$ cat src/hdl/clbr_pkg.sv
// Shared types, constants and the control-store program for the LCD refresh core.
package clbr_pkg;

  localparam int CHARS_DEF = 16;
  localparam int LINES_DEF = 2;

  localparam logic [7:0] DDRAM_SET  = 8'h80;
  localparam logic [7:0] ROW_STRIDE = 8'h40;
  localparam logic [7:0] SPACE_CHAR = 8'h20;
  localparam logic [5:0] INSTR_WAIT = 6'd41;

  localparam logic [1:0] FUNC_WRITE = 2'd0;
  localparam logic [1:0] FUNC_SETCUR = 2'd1;
  localparam logic [1:0] FUNC_CLEAR = 2'd2;
  localparam logic [1:0] FUNC_TICK  = 2'd3;

  typedef logic [3:0] step_t;

  localparam step_t STEP_FETCH  = 4'd0;
  localparam step_t STEP_WRITE  = 4'd1;
  localparam step_t STEP_SETCUR = 4'd2;
  localparam step_t STEP_CLEAR  = 4'd3;
  localparam step_t STEP_TICK   = 4'd4;
  localparam step_t STEP_AHI    = 4'd5;
  localparam step_t STEP_ALO    = 4'd6;
  localparam step_t STEP_DHI    = 4'd7;
  localparam step_t STEP_DLO    = 4'd8;

  typedef enum logic [2:0] {
    OP_NONE,
    OP_WRITE,
    OP_SETCUR,
    OP_CLEAR,
    OP_TICK
  } op_t;

  typedef enum logic [2:0] {
    EM_NONE,
    EM_ADDR_HI,
    EM_ADDR_LO,
    EM_DATA_HI,
    EM_DATA_LO
  } emit_t;

  typedef enum logic [1:0] {
    C_GOTO,
    C_ACCEPT,
    C_SCAN,
    C_OUT
  } cond_t;

  typedef struct packed {
    logic  in_rdy;
    op_t   op;
    emit_t emit;
    cond_t cond;
    step_t target;
  } ctl_t;

  typedef struct packed {
    logic       accept;
    logic [1:0] func;
    logic       scan_end;
    logic       row_start;
    logic       out_free;
  } sts_t;

  // The control store. Fetch dispatches on the function code: the four
  // handlers sit at target + func.
  function automatic ctl_t ucode(input step_t step);
    ctl_t w;
    w = '{in_rdy: 1'b0, op: OP_NONE, emit: EM_NONE, cond: C_GOTO, target: STEP_FETCH};
    case (step)
      STEP_FETCH: begin
        w.in_rdy = 1'b1;
        w.cond   = C_ACCEPT;
        w.target = STEP_WRITE;
      end
      STEP_WRITE:  w.op = OP_WRITE;
      STEP_SETCUR: w.op = OP_SETCUR;
      STEP_CLEAR:  w.op = OP_CLEAR;
      STEP_TICK: begin
        w.op     = OP_TICK;
        w.cond   = C_SCAN;
        w.target = STEP_DHI;
      end
      STEP_AHI: begin
        w.emit   = EM_ADDR_HI;
        w.cond   = C_OUT;
        w.target = STEP_ALO;
      end
      STEP_ALO: begin
        w.emit   = EM_ADDR_LO;
        w.cond   = C_OUT;
        w.target = STEP_DHI;
      end
      STEP_DHI: begin
        w.emit   = EM_DATA_HI;
        w.cond   = C_OUT;
        w.target = STEP_DLO;
      end
      STEP_DLO: begin
        w.emit   = EM_DATA_LO;
        w.cond   = C_OUT;
        w.target = STEP_FETCH;
      end
      default: w.target = STEP_FETCH;
    endcase
    return w;
  endfunction

endpackage

$ cat src/hdl/char_lcd_buffer_refresh_core.sv
// Top level: frame buffer datapath of the character LCD refresh core.
//
// The core holds a LINES x CHARS character frame buffer and a write cursor and
// turns each refresh tick into 4-bit HD44780 bus transactions (a set-address
// instruction at the start of each row, then the character, high nibble
// first). A small microprogram steps one control word per clock while no emit
// step waits on out_ready: write char, set cursor and clear buffer go straight
// back to fetch, a refresh tick emits the address nibbles only at a row start,
// then the data nibbles, and the wrap tick emits nothing and restarts the scan. The
// one-deep output register lets the next item be accepted while the final
// nibble of a tick still waits. The buffer reads as spaces from reset on
// through per-entry valid bits, so no clearing pass is needed.
module char_lcd_buffer_refresh_core
  import clbr_pkg::*;
#(
  parameter int CHARS = CHARS_DEF,
  parameter int LINES = LINES_DEF
) (
  input  logic       clk,
  input  logic       rst_n,
  input  logic       in_valid,
  output logic       in_ready,
  input  logic [1:0] in_func,
  input  logic [7:0] in_ch,
  input  logic [3:0] in_col,
  input  logic       in_row,
  output logic       out_valid,
  input  logic       out_ready,
  output logic       out_rs,
  output logic [3:0] out_nibble,
  output logic [5:0] out_wait_us,
  output logic       out_last
);

  localparam int CELLS  = CHARS * LINES;
  localparam int CELL_W = $clog2(CELLS);
  localparam int SCAN_W = $clog2(CELLS + 1);
  localparam int COL_W  = $clog2(CHARS);

  ctl_t ctl;
  sts_t sts;

  // Latched item.
  logic [1:0] func_r;
  logic [7:0] ch_r;
  logic [3:0] col_r;
  logic       row_r;

  // Cursor, scan position and buffer valid bits.
  logic [CELL_W-1:0] wp_r, wp_nxt;
  logic [SCAN_W-1:0] scan_idx_r, scan_idx_nxt;
  logic [COL_W-1:0]  scan_col_r, scan_col_nxt;
  logic              scan_row_r, scan_row_nxt;
  logic [CELLS-1:0]  vld_r, vld_nxt;
  logic              rd_vld_r;

  // Output register.
  logic       out_valid_r, out_valid_nxt;
  logic       out_rs_r;
  logic [3:0] out_nibble_r;
  logic [5:0] out_wait_us_r;
  logic       out_last_r;

  logic              accept;
  logic              scan_end;
  logic              out_free;
  logic              out_load;
  logic              ram_we;
  logic              ram_re;
  logic [7:0]        ram_rdata;
  logic [7:0]        cur_byte;
  logic [7:0]        ddram_addr;
  logic              cur_ok;
  logic [CELL_W-1:0] cur_pos;
  logic              em_rs;
  logic [3:0]        em_nibble;
  logic [5:0]        em_wait;
  logic              em_last;

  assign accept   = in_valid && ctl.in_rdy;
  assign scan_end = (scan_idx_r == SCAN_W'(CELLS));
  assign out_free = !out_valid_r || out_ready;
  assign out_load = (ctl.emit != EM_NONE) && out_free;
  assign ram_we   = (ctl.op == OP_WRITE);
  assign ram_re   = (ctl.op == OP_TICK) && !scan_end;

  assign sts = '{accept: accept, func: in_func, scan_end: scan_end,
                 row_start: (scan_col_r == '0), out_free: out_free};

  clbr_seq u_seq (
    .clk   (clk),
    .rst_n (rst_n),
    .sts   (sts),
    .ctl   (ctl)
  );

  clbr_ram #(
    .WIDTH (8),
    .DEPTH (CELLS)
  ) u_ram (
    .clk   (clk),
    .we    (ram_we),
    .waddr (wp_r),
    .wdata (ch_r),
    .re    (ram_re),
    .raddr (scan_idx_r[CELL_W-1:0]),
    .rdata (ram_rdata)
  );

  // A buffer entry never written since reset or the last clear reads as a space.
  assign cur_byte   = rd_vld_r ? ram_rdata : SPACE_CHAR;
  assign ddram_addr = DDRAM_SET | (scan_row_r ? ROW_STRIDE : 8'h00);

  assign cur_ok  = (int'(row_r) < LINES) && (int'(col_r) < CHARS);
  assign cur_pos = CELL_W'(int'(row_r) * CHARS + int'(col_r));

  always_comb begin
    em_rs     = 1'b0;
    em_nibble = 4'h0;
    em_wait   = 6'd0;
    em_last   = 1'b0;
    case (ctl.emit)
      EM_ADDR_HI: em_nibble = ddram_addr[7:4];
      EM_ADDR_LO: begin
        em_nibble = ddram_addr[3:0];
        em_wait   = INSTR_WAIT;
      end
      EM_DATA_HI: begin
        em_rs     = 1'b1;
        em_nibble = cur_byte[7:4];
      end
      EM_DATA_LO: begin
        em_rs     = 1'b1;
        em_nibble = cur_byte[3:0];
        em_last   = 1'b1;
      end
      default: em_rs = 1'b0;
    endcase
  end

  always_comb begin
    wp_nxt        = wp_r;
    scan_idx_nxt  = scan_idx_r;
    scan_col_nxt  = scan_col_r;
    scan_row_nxt  = scan_row_r;
    vld_nxt       = vld_r;
    out_valid_nxt = out_valid_r;
    case (ctl.op)
      OP_WRITE: begin
        vld_nxt[wp_r] = 1'b1;
        wp_nxt = (wp_r == CELL_W'(CELLS - 1)) ? '0 : wp_r + CELL_W'(1);
      end
      OP_SETCUR: begin
        if (cur_ok) begin
          wp_nxt = cur_pos;
        end
      end
      OP_CLEAR: begin
        vld_nxt = '0;
        wp_nxt  = '0;
      end
      OP_TICK: begin
        if (scan_end) begin
          scan_idx_nxt = '0;
          scan_col_nxt = '0;
          scan_row_nxt = 1'b0;
        end
      end
      default: wp_nxt = wp_r;
    endcase
    // The scan moves on once the final data nibble enters the output register.
    if (out_load && (ctl.emit == EM_DATA_LO)) begin
      scan_idx_nxt = scan_idx_r + SCAN_W'(1);
      if (scan_col_r == COL_W'(CHARS - 1)) begin
        scan_col_nxt = '0;
        scan_row_nxt = 1'b1;
      end else begin
        scan_col_nxt = scan_col_r + COL_W'(1);
      end
    end
    if (out_load) begin
      out_valid_nxt = 1'b1;
    end else if (out_ready) begin
      out_valid_nxt = 1'b0;
    end
  end

  always_ff @(posedge clk) begin
    if (!rst_n) begin
      wp_r        <= '0;
      scan_idx_r  <= '0;
      scan_col_r  <= '0;
      scan_row_r  <= 1'b0;
      vld_r       <= '0;
      out_valid_r <= 1'b0;
    end else begin
      wp_r        <= wp_nxt;
      scan_idx_r  <= scan_idx_nxt;
      scan_col_r  <= scan_col_nxt;
      scan_row_r  <= scan_row_nxt;
      vld_r       <= vld_nxt;
      out_valid_r <= out_valid_nxt;
    end
  end

  always_ff @(posedge clk) begin
    if (accept) begin
      func_r <= in_func;
      ch_r   <= in_ch;
      col_r  <= in_col;
      row_r  <= in_row;
    end
    if (ram_re) begin
      rd_vld_r <= vld_r[scan_idx_r[CELL_W-1:0]];
    end
    if (out_load) begin
      out_rs_r      <= em_rs;
      out_nibble_r  <= em_nibble;
      out_wait_us_r <= em_wait;
      out_last_r    <= em_last;
    end
  end

  assign in_ready    = ctl.in_rdy;
  assign out_valid   = out_valid_r;
  assign out_rs      = out_rs_r;
  assign out_nibble  = out_nibble_r;
  assign out_wait_us = out_wait_us_r;
  assign out_last    = out_last_r;

  // The dispatch must land on the handler of the function that was latched.
  a_dispatch: assert property (@(posedge clk) disable iff (!rst_n)
    accept |=> (ctl.op != OP_NONE) && (func_r == $past(in_func)))
    else $error("dispatch does not match the accepted function");

  a_wp_range: assert property (@(posedge clk) disable iff (!rst_n)
    int'(wp_r) < CELLS)
    else $error("write cursor outside the buffer");

  a_scan_pos: assert property (@(posedge clk) disable iff (!rst_n)
    !scan_end |-> int'(scan_idx_r) == int'(scan_row_r) * CHARS + int'(scan_col_r))
    else $error("scan index and row/column disagree");

  a_last_done: assert property (@(posedge clk) disable iff (!rst_n)
    (out_load && (ctl.emit == EM_DATA_LO)) |=> ctl.in_rdy)
    else $error("sequencer did not return to fetch after the final nibble");

  a_wait_instr: assert property (@(posedge clk) disable iff (!rst_n)
    (out_valid_r && (out_wait_us_r != 6'd0)) |-> !out_rs_r && !out_last_r)
    else $error("settle time on a data nibble");

endmodule

$ cat src/hdl/clbr_ram.sv
// Generic single-write, single-read RAM with registered read data.
module clbr_ram #(
  parameter int WIDTH = 8,
  parameter int DEPTH = 32
) (
  input  logic                     clk,
  input  logic                     we,
  input  logic [$clog2(DEPTH)-1:0] waddr,
  input  logic [WIDTH-1:0]         wdata,
  input  logic                     re,
  input  logic [$clog2(DEPTH)-1:0] raddr,
  output logic [WIDTH-1:0]         rdata
);

  logic [WIDTH-1:0] mem [DEPTH];

  always_ff @(posedge clk) begin
    if (we) begin
      mem[waddr] <= wdata;
    end
    if (re) begin
      rdata <= mem[raddr];
    end
  end

endmodule

$ cat src/hdl/clbr_seq.sv
// Microprogram sequencer: step counter, control-store lookup and branch logic.
module clbr_seq
  import clbr_pkg::*;
(
  input  logic clk,
  input  logic rst_n,
  input  sts_t sts,
  output ctl_t ctl
);

  step_t step_r;
  step_t step_nxt;

  assign ctl = ucode(step_r);

  always_comb begin
    step_nxt = step_r;
    case (ctl.cond)
      C_GOTO: step_nxt = ctl.target;
      C_ACCEPT: begin
        if (sts.accept) begin
          step_nxt = ctl.target + step_t'(sts.func);
        end
      end
      C_SCAN: begin
        if (sts.scan_end) begin
          step_nxt = STEP_FETCH;
        end else if (sts.row_start) begin
          step_nxt = step_r + step_t'(1);
        end else begin
          step_nxt = ctl.target;
        end
      end
      C_OUT: begin
        if (sts.out_free) begin
          step_nxt = ctl.target;
        end
      end
      default: step_nxt = STEP_FETCH;
    endcase
  end

  always_ff @(posedge clk) begin
    if (!rst_n) begin
      step_r <= STEP_FETCH;
    end else begin
      step_r <= step_nxt;
    end
  end

endmodule
$ cat config.mk
export PLATFORM = sky130hd
export DESIGN_NAME = char_lcd_buffer_refresh_core
export DESIGN_NICKNAME = d
export VERILOG_FILES = /design/src/hdl/clbr_pkg.sv /design/src/hdl/char_lcd_buffer_refresh_core.sv /design/src/hdl/clbr_ram.sv /design/src/hdl/clbr_seq.sv
export SDC_FILE = /design/constraint.sdc
export NUM_CORES = 1
export LEC_CHECK = 0
export BUFFER_PORTS_ARGS = -buffer_cell sky130_fd_sc_hd__buf_2
export CORE_MARGIN = 2
export CORE_UTILIZATION = 59
export CTS_CLUSTER_DIAMETER = 200
export DETAILED_ROUTE_END_ITERATION = 8
export GPL_TIMING_DRIVEN = 1
export PLACE_DENSITY = 0.76
export SYNTH_ARGS = -nofsm -noshare
export SYNTH_HDL_FRONTEND = slang
export SYNTH_SLANG_ARGS = --single-unit
$ cat constraint.sdc
create_clock -name clk -period 3.3 [get_ports clk]
set_input_delay 0 -clock clk [delete_from_list [all_inputs] [get_ports clk]]
set_output_delay 0 -clock clk [all_outputs]
set_load 0.01 [all_outputs]
# After elaboration in Yosys (flattened, before gate mapping)
# Memory sizes are Yosys's and may differ from the RTL's. A register that Yosys moved wholly into a read port is not among the register bits.
# Index checks and enable logic that the tools add are counted.
dict set report op_classes {
  n_addsub 6
  n_lt_le_gt_ge 3
  eq_ne 24
  muxes 38
  n_bitwise 1
  n_reduce_logical 22
}
# op n
set op_table {}
lappend op_table {{32-bit one-hot mux with 2 select lines} 1}
lappend op_table {{4-bit one-hot mux with 4 select lines} 3}
lappend op_table {{4-bit 2-to-1 mux} 8}
lappend op_table {{32-bit OR} 1}
lappend op_table {{6-bit 2-to-1 mux} 4}
lappend op_table {{3-bit one-hot mux with 4 select lines} 2}
lappend op_table {{4-bit by 3-bit == test with 1-bit output, second input constant} 4}
lappend op_table {{5-bit one-hot mux with 3 select lines} 1}
lappend op_table {{1-bit 2-to-1 mux} 13}
lappend op_table {{3-bit by 2-bit == test with 1-bit output, second input constant} 4}
lappend op_table {{5-bit by 6-bit less-than comparator with 1-bit output, second input constant} 2}
lappend op_table {{4-bit by 1-bit adder with 4-bit output, second input constant} 2}
lappend op_table {{4-bit by 2-bit == test with 1-bit output, second input constant} 2}
lappend op_table {{4-bit == test, second input constant} 2}
lappend op_table {{4-bit zero test} 2}
lappend op_table {{8-bit 2-to-1 mux} 1}
lappend op_table {{2-bit nonzero test} 4}
lappend op_table {{7-bit 2-to-1 mux} 1}
lappend op_table {{6-bit by 1-bit adder with 6-bit output, second input constant} 1}
lappend op_table {{3-bit by 1-bit == test with 1-bit output, second input constant} 2}
lappend op_table {{3-bit == test, second input constant} 2}
lappend op_table {{6-bit == test, second input constant} 1}
lappend op_table {{2-bit one-hot mux with 3 select lines} 1}
lappend op_table {{3-bit nonzero test} 2}
lappend op_table {{19 further kinds} 28}
dict set report totals {
  ff_bits 79
  ramBits 256
  input_bits 19
  output_inout_bits 14
  n_memories 1
}
# name depth word_bits rd rd_ports_with_merged_regs wr line_no
set mem_list {}
lappend mem_list {u_ram.mem 32 8 1 1 1 clbr_ram.sv:15} ;# logic [WIDTH-1:0] mem [DEPTH];

# Depth between registers and ports, before layout
# Gate-level depths: netlist of the first run.
dict set report logic_depth {
  ltp_word 7
  mapped_depth 12
}

# Modules after synthesis
# From an unflattened synthesis of the first run, not the netlist that was laid out.
dict set report hier_totals {
  cells_unflattened 832
  hier_area_um2 13948.4
}
# module n_inst cells_each area_per_inst_um2 seq_area_each_um2
set modules_own_cells {}
lappend modules_own_cells {clbr_ram 1 417 10133.5 7927.6}
lappend modules_own_cells {char_lcd_buffer_refresh_core 1 330 3175.5 1611.5}
lappend modules_own_cells {clbr_seq 1 85 639.4 80.1}

# Least setup slack after synthesis of the first run
# OpenSTA, ideal clock, no wires.
dict set report synth_timing {
  path_type {register -> register}
  from {reg u_seq.step_r[0]}
  to {reg u_seq.step_r[2]}
  setup_time_ps 122
  arrival_time_ps 2584
  t_required_ps 3178
  path_slack_ps 595
  path_stages_with_launch 12
  synth_period_minus_slack_ps 2705
  cell_sequence {dfxtp_1 inv_1 ha_1 clkbuf_1 nor3_1 nor2_1 or3_1 ha_1 clkbuf_1 o21ai_0 nand2_1 o311a_1}
}
dict set report synth_via {
  elab_chain_cells 6
  elab_cells_between_ends 26
  cone_classes {add/sub (2); eq/ne (10); mux (8); reduce/logical (6)}
}
# item line_no
set synth_lines {}
lappend synth_lines {{start, declared} clbr_seq.sv:11} ;# step_t step_r;
lappend synth_lines {{start signal, assigned} clbr_seq.sv:47} ;# step_r <= step_nxt;
lappend synth_lines {{4-bit by 3-bit == test with 1-bit output or 4-bit == test (tied branches)} clbr_pkg.sv:73} ;# case (step)
lappend synth_lines {{2-bit OR reduction (no source line) or 4-bit OR reduction (tied branches)} --}
lappend synth_lines {{4-bit one-hot mux with 4 select lines or 2-bit one-hot mux with 3 select lines (tied branches)} clbr_pkg.sv:73}
lappend synth_lines {{4-bit by 2-bit adder with 4-bit output, or another cell as far along} clbr_seq.sv:22} ;# step_nxt = ctl.target + step_t'(sts.func);
lappend synth_lines {{4-bit 2-to-1 mux, or another cell as far along} clbr_seq.sv:21} ;# if (sts.accept) begin
lappend synth_lines {{4-bit one-hot mux with 4 select lines or 2-bit AND reduction (tied branches)} --}
# Parallel ways exist; a longest one is shown, timed or not. The select of a mux whose other input is x is not followed.
# A chain may end at the register's enable or synchronous reset.

# Worst setup path after layout of the first run
dict set report layout_timing {
  from {reg u_seq.step_r[0]}
  to {mem u_ram.mem[2][1], enable pin}
}
dict set report layout_via {
  elab_chain_cells 5
  elab_cells_between_ends 8
  cone_classes {eq/ne (5); mux (3)}
}
# item line_no
set layout_lines {}
lappend layout_lines {{4-bit by 3-bit == test with 1-bit output, or another cell as far along} clbr_pkg.sv:73}
lappend layout_lines {{3-bit one-hot mux with 4 select lines *} clbr_pkg.sv:73}
lappend layout_lines {{3-bit by 1-bit == test with 1-bit output *} char_lcd_buffer_refresh_core.sv:84} ;# assign ram_we = (ctl.op == OP_WRITE);
lappend layout_lines {{1-bit 2-to-1 mux *} clbr_ram.sv:18} ;# if (we) begin
lappend layout_lines {{1-bit 2-to-1 mux (not written as such) *} clbr_ram.sv:19} ;# mem[waddr] <= wdata;
lappend layout_lines {{end, declared} clbr_ram.sv:15}
# Mark *: on every way between the ends. The rest lies on a longest branch, timed or not.

==> results of run 1 <==
-- synth_stat cells, types with 7 or more instances --
cell type	number	area share
edfxtp_1	285	0.61
nor2_1	80	0.021
a21oi_1	63	0.022
mux2i_1	61	0.044
dfxtp_1	53	0.076
mux4_2	38	0.061
a22oi_1	31	0.017
nand2_1	31	0.0083
nand3_1	28	0.010
clkbuf_1	27	0.0072
ha_1	18	0.016
buf_2	17	0.0061
inv_1	17	0.0045
o21ai_0	17	0.0061
nand4_1	11	0.0049
a22o_1	9	0.0056
nor2b_1	9	0.0040
a221oi_1	8	0.0050
buf_4	8	0.0043
nand2b_1	8	0.0036
nor3_1	8	0.0029
and2_1	7	0.0031
and3_1	7	0.0031
and3b_1	7	0.0044
-- path summary, 6_finish.rpt --
path,end,slack [ns],startpoint,depth (start not counted)
worst max-delay path,u_ram.mem[2][1]$_DFFE_PP_,0.33,u_seq.step_r[0]$_SDFFE_PN0P_,6
worst min-delay path,u_seq.step_r[1]$_SDFFE_PN0P_,0.02,in_valid,4
worst max register to register,u_ram.mem[2][1]$_DFFE_PP_,0.33,u_seq.step_r[0]$_SDFFE_PN0P_,6
worst min register to register,vld_r[25]$_SDFFE_PN0P_,0.47,vld_r[25]$_SDFFE_PN0P_,2
-- flip-flops by register name, summed over array words and instances, names as in the netlist --
register / count
u_ram.mem: 256
ch_r: 8
out_valid: 1
out_rs: 1
out_wait_us: 1
scan_row_r: 1
col_r: 4
scan_col_r: 4
scan_idx_r: 6
u_seq.step_r: 4
out_nibble: 4
vld_r: 32
wp_r: 5
row_r: 1
u_ram.rdata: 8
out_last: 1
rd_vld_r: 1
-- stage by stage --
stage / util / hold slack, ns / cell area, sq um
2_1_floorplan: - / 0.0989 / 14000
3_3_place_gp: 0.625 / 0.176 / 14600
3_5_place_dp: 0.625 / 0.179 / 14600
4_1_cts: 0.676 / 0.00684 / 15800
5_1_grt: 0.676 / 0.0496 / 15800
6_report: 0.676 / 0.0157 / 15800
-- critical path, stage by stage, from the launching register on --
cell,delay (ns)
dfxtp_1,0.41
inv_1,0.11
ha_1,0.35
nor2_1,0.33
and3_1,0.39
nand2_1,0.37
nor2_1,0.64
-- area by class of cell --
cell class,count,area [sq um],area share
Tap cell,319,399,0.0252
Clock buffer,41,898,0.0568
Clock inverter,18,136,0.00862
Timing Repair Buffer,89,661,0.0417
Sequential cell,338,9630,0.608
Multi-Input combinational cell,519,4050,0.256
Inverter,17,63.8,0.00403
-- power groups by stage --
stage          clock (mW)  combinational [mW]  sequential (mW)
2_1_floorplan           0                1.05             5.22
3_3_place_gp            0                1.50             5.32
3_5_place_dp            0                1.52             5.32
5_1_grt              3.77                1.72             5.26
4_1_cts              3.63                1.55             5.23
6_report             3.59                1.57             5.23
-- per-layer routing --
metal | part of all wire | vias up | global-route usage
li1 | - | 3758 | -
met1 | 0.40 | 4147 | 0.371
met2 | 0.47 | 427 | 0.415
met3 | 0.089 | 76 | 0.0441
met4 | 0.033 | 0 | 0.0935
met5 | 0 | - | 0
-- cell families after synthesis --
kind of cell / after synthesis / synth area share
xor+xnor: 3 / 0.00187
flops: 338 / 0.685
fa+ha+maj: 18 / 0.0160
mux: 105 / 0.111
compound gates: 161 / 0.0738
other cells: 1 / 0.000267
buf+inv: 77 / 0.0272
simple gates: 229 / 0.0840
==> results.ini, run 1 <==
[route]
antenna_left=0
drt_pre_antenna_iters=7
drt-wirelength-per-cell_microns=23.6
via_per_inst=6.27
drc=0
wirelength_mm=31.6
drt-initial-drc-count=895
vias=8408

[place]
dp_slack_ns=0.413
place_inst=1266
hpwl_mm=19.8
gp_congestion=0.966
numPortBuffers=29

[setup_path]
critPathMaxFanout=13
worstPathArrival_ns=3.12
crit_path_end_kind=register
path_class=register to register
crit_required_ns=3.44
cp-start-kind=register

[flow_run]
drv_cap=0

[sta]
final_hold_viol_count=0
rsz0062_at_grt=false
timing.slew.headroom=0.165
layout_setup_ws_ns=0.328
fin_skew_ns=0.0179
fmax_mhz=336
layout_min_cycle_time_ns=2.97
setup_viol=0
fin_tns_setup_ns=0
final_max_slew_viol_count=0
worst_pin_slew_ns=1.25
period_share=0.901

[layout]
syn_to_final_growth_pct=12.8
num-fill-cells=1595
fin_nets=1036
post_route_cells_drive_above_1_share=0.171
stdcell_count=1341
final_cell_mix=285 x edfxtp_1, 80 x nor2_1, 63 x a21oi_1
final_common_cell=edfxtp_1
diodes=0

[floorplan]
dieArea_sq_um=25000
start_util=0.600
die_width_microns=158
die_y_microns=158
placeableCoreArea_sq_um=23400
rows=56
pin_count=33

[synthesis]
synthArstFlopShare=0
synth_warnings=0
synth_seq_cells=338
synth_cells=932
yosysUniqueCellTypes=61
syn_avg_cell_area_sq_um=15.1
synth_enable_flop_cells=285
synth_ff_type=edfxtp_1
seq_area_frac_synth=0.685
netlist_area_sq_um=14000

[power_and_ir_drop]
p_leak_nw=5.17
total_power_mw=10.4
swShare=0.272
vdd_drop_max_mv=0.466
seqPwrFrac=0.503
power.share.clock=0.346
p_sw_mw=2.82
p_int_mw=7.57
power_frac_comb=0.151
power_density_nw_per_um2=656

[global_routing]
antenna_found_initial=0
gr-total-overflow=0
grt_use_total=0.262
grt_first_pass_wirelength_mm=48.1
grt_max_degree=60
grt_pass1_vias=8253

[clock_tree]
cts_hold_buf=16
cts_setup_buffers=0
h-tree-depth=2
cts_max_path_buffers=3
clk_latency_ns=0.53
cts_root_buffer=clkbuf_16
post_cts_resized=0
clkSlewWorstSetupHoldPaths_ns=0.06
cts_made_buffers=34
cts_tree=yes
cts_sinks=338

[run_status]
outcome=completed

[min_path]
hp-class=input port to register

Power figures use the tool's default switching activity.
==> run 2: changes to the inputs <==
==> constraint.sdc (replaced) <==
create_clock -name clk -period 3.02 [get_ports clk]
set_input_delay 0 -clock clk [delete_from_list [all_inputs] [get_ports clk]]
set_output_delay 0 -clock clk [all_outputs]
set_load 0.01 [all_outputs]
==> results.ini, run 2 (synthesis results as in run 1) <==
[min_path]
hp-class=input port to register

[floorplan]
rows=56  ; unchanged
placeableCoreArea_sq_um=23400  ; unchanged
pin_count=33  ; unchanged
dieArea_sq_um=25000  ; unchanged
die_y_microns=158  ; unchanged
start_util=0.600  ; unchanged
die_width_microns=158  ; unchanged

[setup_path]
critPathMaxFanout=6  ; -7
worstPathArrival_ns=3.12  ; about the same
crit_required_ns=3.42  ; -0.02 ns
path_class=register to register
cp-start-kind=register
crit_path_end_kind=register

[sta]
final_max_slew_viol_count=0  ; unchanged
worst_pin_slew_ns=1.16  ; -0.0930 ns
final_hold_viol_count=0  ; unchanged
setup_viol=0  ; unchanged
period_share=0.899  ; -0.00213
fin_skew_ns=0.0199  ; +0.00197 ns
fin_tns_setup_ns=0  ; unchanged
rsz0062_at_grt=false
timing.slew.headroom=0.227  ; +0.0620
holdWs_ns=0.105  ; +0.0896 ns
fmax_mhz=369  ; +9.5%
layout_min_cycle_time_ns=2.71  ; -0.259 ns

[layout]
final_common_cell=edfxtp_1
syn_to_final_growth_pct=14.0
num-fill-cells=1596  ; +0.063%
final_cell_mix=285 x edfxtp_1, 80 x nor2_1, 64 x buf_4
max_flop_register=u_ram.mem
reg_top3=u_ram.mem x256, vld_r x32
largest_reg_flops=256  ; unchanged
post_route_cells_drive_above_1_share=0.187  ; +0.0161
diodes=0  ; unchanged
fin_nets=1060  ; +2.3%

[run_status]
outcome=completed

[clock_tree]
cts_sinks=338  ; unchanged
cts_root_buffer=clkbuf_16
clkSlewWorstSetupHoldPaths_ns=0.06  ; about the same
cts_max_path_buffers=3  ; unchanged
h-tree-depth=2  ; unchanged
clk_latency_ns=0.51  ; -0.02 ns
cts_tree=yes
cts_setup_buffers=0  ; unchanged
post_cts_resized=0  ; unchanged
cts_made_buffers=36  ; +5.9%

[route]
wirelength_mm=30.9  ; -2.2%
drt_pre_antenna_iters=5  ; -2
drc=0  ; unchanged
antenna_left=0  ; unchanged
drt-wirelength-per-cell_microns=22.7  ; -3.9%
vias=8370  ; -0.45%
drt-initial-drc-count=767  ; -14%
via_per_inst=6.13  ; -2.2%

[power_and_ir_drop]
p_leak_nw=5.30  ; +2.5%
power_density_nw_per_um2=713  ; +8.6%
vdd_drop_max_mv=0.555  ; +19%

[global_routing]
gr-total-overflow=0  ; unchanged
grt_pass1_vias=8343  ; +1.1%
grt_max_degree=37  ; -38%
grt_first_pass_wirelength_mm=47.1  ; -1.9%
antenna_found_initial=0  ; unchanged
grt_use_total=0.257  ; -0.00499

[place]
hpwl_mm=19.9  ; +0.41%
gp_congestion=0.957  ; -0.95%
numPortBuffers=29  ; unchanged

[flow_run]
drv_cap=0  ; unchanged

run 2: cell count changes in the layout (fill, tap and decap cells not counted), sizes merged:
cell	delta
inv	+1
dlygate4sd3	+1
clkinvlp	-2
buf	+21
clkbuf	+4
clkinv	-1
run 2: timing repair:
action	in CTS	in global routing
hold buffers	17	0
endpoints found under the hold margin	21	0
endpoints found under the setup margin	0	0
run 2: layer usage:
layer / up-vias / global-route usage / part of all wire
li1: 3795 / - / -
met1: 4150 / 0.332 / 0.39
met2: 356 / 0.414 / 0.48
met3: 69 / 0.0786 / 0.095
met4: 0 / 0.0922 / 0.033
met5: - / 0 / 0
run 2: metrics by stage:
stage,std cells,setup slack (ns),area (sq um),power [mW],util
5_1_grt,1365,0.149,16000,11.8,0.684
3_3_place_gp,1287,0.442,14800,7.43,0.632
4_1_cts,1365,0.364,16000,11.4,0.684
2_1_floorplan,934,0.315,14000,6.85,-
6_report,1365,0.306,16000,11.4,0.684
3_5_place_dp,1287,0.379,14800,7.47,0.632
run 2: power by group:
group / internal, mW / switching (mW)
clock: 2.28 / 1.70
sequential: 5.45 / 0.329
combinational: 0.625 / 1.03
total: 8.35 / 3.06
run 2: final cells by class:
class | count | area, sq um | area share
flip-flops and latches | 338 | 9630 | 0.601
multi-input cells | 519 | 4050 | 0.253
clock buffers | 45 | 935 | 0.0584
repair buffers | 111 | 816 | 0.0510
well taps | 319 | 399 | 0.0249
clock inverters | 16 | 119 | 0.00743
inverters | 17 | 63.8 | 0.00399
run 2: worst paths after layout:
kind	start	endpoint	slack, ns	depth (start not counted)
setup / recovery	u_seq.step_r[0]$_SDFFE_PN0P_	u_seq.step_r[2]$_SDFFE_PN0P_	0.31	10
hold reg to reg	vld_r[14]$_SDFFE_PN0P_	vld_r[14]$_SDFFE_PN0P_	0.47	2
setup reg to reg	u_seq.step_r[0]$_SDFFE_PN0P_	u_seq.step_r[2]$_SDFFE_PN0P_	0.31	10
hold / removal	in_func[1]	u_seq.step_r[2]$_SDFFE_PN0P_	0.11	4
run 2: critical path, cell delays in order (launching register included):
cell     delay, ns
dfxtp_1       0.43
inv_1         0.11
ha_1          0.23
nor3_1        0.27
nor2_1        0.10
or3_1         0.41
ha_1          0.21
and3b_1       0.19
o21ai_0       0.21
nand2_1       0.08
o311a_1       0.35
==> run 3: changes to the inputs <==
--- a/config.mk
+++ b/config.mk
@@ -11,7 +11,9 @@
 export CTS_CLUSTER_DIAMETER = 200
 export DETAILED_ROUTE_END_ITERATION = 8
 export GPL_TIMING_DRIVEN = 1
+export MAX_ROUTING_LAYER = met4
 export PLACE_DENSITY = 0.76
 export SYNTH_ARGS = -nofsm -noshare
 export SYNTH_HDL_FRONTEND = slang
+export SYNTH_HIERARCHICAL = 1
 export SYNTH_SLANG_ARGS = --single-unit
==> results.ini, run 3 <==
[layout]
final_common_cell=edfxtp_1
syn_to_final_growth_pct=14.4
fin_util=0.683  ; about the same
largest_reg_flops=256  ; unchanged
max_flop_register=u_ram/mem
diodes=0  ; unchanged
fin_nets=959  ; -9.5%
final_cell_mix=285 x edfxtp_1, 95 x nor2_1, 83 x mux4_2
post_route_cells_drive_above_1_share=0.254  ; +0.0666
reg_top3=u_ram/mem x256, vld_r x32

[route]
drt-initial-drc-count=805  ; +5.0%
vias=7705  ; -7.9%
drc=0  ; unchanged
drt_pre_antenna_iters=5  ; unchanged
wirelength_mm=30.1  ; -2.6%
via_per_inst=6.12  ; -0.27%
drt-wirelength-per-cell_microns=23.9  ; +5.5%
antenna_left=0  ; unchanged

[global_routing]
antenna_found_initial=0  ; unchanged
grt_use_total=0.256  ; about the same
grt_first_pass_wirelength_mm=45.5  ; -3.4%
grt_max_degree=33  ; -11%
gr-total-overflow=0  ; unchanged
grt_pass1_vias=7738  ; -7.3%

[sta]
fin_tns_setup_ns=0  ; unchanged
fin_skew_ns=0.0179  ; -0.00203 ns
worst_pin_slew_ns=1.21  ; +0.0475 ns
fmax_mhz=364  ; -1.3%
setup_viol=0  ; unchanged
layout_min_cycle_time_ns=2.75  ; +0.0346 ns
final_hold_viol_count=0  ; unchanged
final_max_slew_viol_count=0  ; unchanged
period_share=0.910  ; +0.0114
rsz0062_at_grt=false
timing.slew.headroom=0.196  ; -0.0316

[place]
gp_congestion=0.897  ; -6.2%
hpwl_mm=18.9  ; -5.0%
numPortBuffers=29  ; unchanged

[power_and_ir_drop]
power_frac_comb=0.174  ; +0.029
swShare=0.270  ; +0.00204
p_sw_mw=3.28  ; +7.2%
p_leak_nw=5.23  ; -1.4%
power_density_nw_per_um2=762  ; +6.8%
seqPwrFrac=0.484  ; -0.022
p_int_mw=8.87  ; +6.1%
power.share.clock=0.342  ; -0.006
vdd_drop_max_mv=0.492  ; -11%
total_power_mw=12.1  ; +6.4%

[synthesis]
synth_cells=830  ; -11%
syn_avg_cell_area_sq_um=16.8  ; +12%
netlist_area_sq_um=13900  ; -0.70%
synth_warnings=6  ; +6

[clock_tree]
clk_latency_ns=0.52  ; about the same
post_cts_resized=0  ; unchanged
cts_max_path_buffers=3  ; unchanged
cts_tree=yes
h-tree-depth=2  ; unchanged
cts_hold_buf=14  ; -3
cts_sinks=338  ; unchanged
cts_setup_buffers=0  ; unchanged
cts_root_buffer=clkbuf_16
clkSlewWorstSetupHoldPaths_ns=0.06  ; about the same
cts_made_buffers=35  ; -2.8%

[floorplan]
dieArea_sq_um=24900  ; -0.68%
rows=56  ; unchanged
start_util=0.597  ; -0.00238
pin_count=33  ; unchanged
die_y_microns=158  ; -0.34%
placeableCoreArea_sq_um=23300  ; -0.30%
die_width_microns=158  ; -0.34%

[setup_path]
cp-start-kind=register
critPathMostFrequentCell=nor2_1
critPathSlowestCell=or3b_2
critPathBufInv=1  ; unchanged
crit_chain=ha_1 -> nor2_1 -> nor3_1 -> nand2b_1 -> nor2_1 -> or3b_2 -> nor2_1 -> buf_4
crit_path_end_kind=register
cpLargestDelayFamily=simple AND/OR/NAND/NOR gates
crit_required_ns=3.24  ; -0.18 ns
critPathMaxFanout=8  ; +2
slowest_delay_ns=0.64  ; +0.21 ns
path_class=register to register
worstPathArrival_ns=2.97  ; -0.15 ns

[run_status]
outcome=completed

[flow_run]
drv_cap=0  ; unchanged

[min_path]
hp-class=input port to register

## run 3: power groups by stage
stage               Clock [mW]  Combinational (mW)  Sequential (mW)
floorplan                    0                1.54             5.77
global placement             0                2.02             5.95
detailed placement           0                2.07             5.97
CTS                       4.22                2.11             5.89
global route              4.39                2.31             5.92
finish                    4.16                2.12             5.87
## run 3: final cells by class
type	count	area [sq um]
tap	319	399
sequential	338	9630
fill	1477	7390
timing repair buffer	96	733
multi-input combinational	427	4000
clock buffer	41	928
clock inverter	17	174
inverter	22	82.6
## run 3: metrics by stage
stage | hold WS [ns] | instances | cell area [sq um] | worst slack [ns]
6_report | 0.0507 | 1260 | 15900 | 0.272
5_1_grt | 0.0832 | 1260 | 15900 | 0.0891
4_1_cts | 0.0354 | 1260 | 15900 | 0.308
3_5_place_dp | 0.178 | 1188 | 14700 | 0.313
3_3_place_gp | 0.178 | 1188 | 14700 | 0.409
2_1_floorplan | 0.0989 | 832 | 13900 | 0.245
## run 3: path summary, 6_finish.rpt
| path | end | from | depth (start not counted) | slack (ns) |
|---|---|---|---|---|
| setup / recovery | u_ram/mem[20][5]$_DFFE_PP_ | u_seq/step_r[0]$_SDFFE_PN0P_ | 8 | 0.27 |
| setup reg to reg | u_ram/mem[20][5]$_DFFE_PP_ | u_seq/step_r[0]$_SDFFE_PN0P_ | 8 | 0.27 |
| hold reg to reg | vld_r[5]$_SDFFE_PN0P_ | vld_r[5]$_SDFFE_PN0P_ | 2 | 0.47 |
| hold / removal | u_seq/step_r[0]$_SDFFE_PN0P_ | in_func[0] | 5 | 0.05 |
## run 3: worst register-to-register path: cells and delay by family (launching register included)
family	cells	cell delay [ns]
simple gates	6	1.49
flops	1	0.43
fa+ha+maj	1	0.35
buf+inv	1	0.19
## run 3: metal layers
metal,vias to the layer above,global-route usage,wire length (microns)
met4,0,0.0831,773
met5,-,-,0
li1,3391,-,-
met1,3881,0.348,12200
met3,69,0.0471,2320
met2,364,0.401,14800
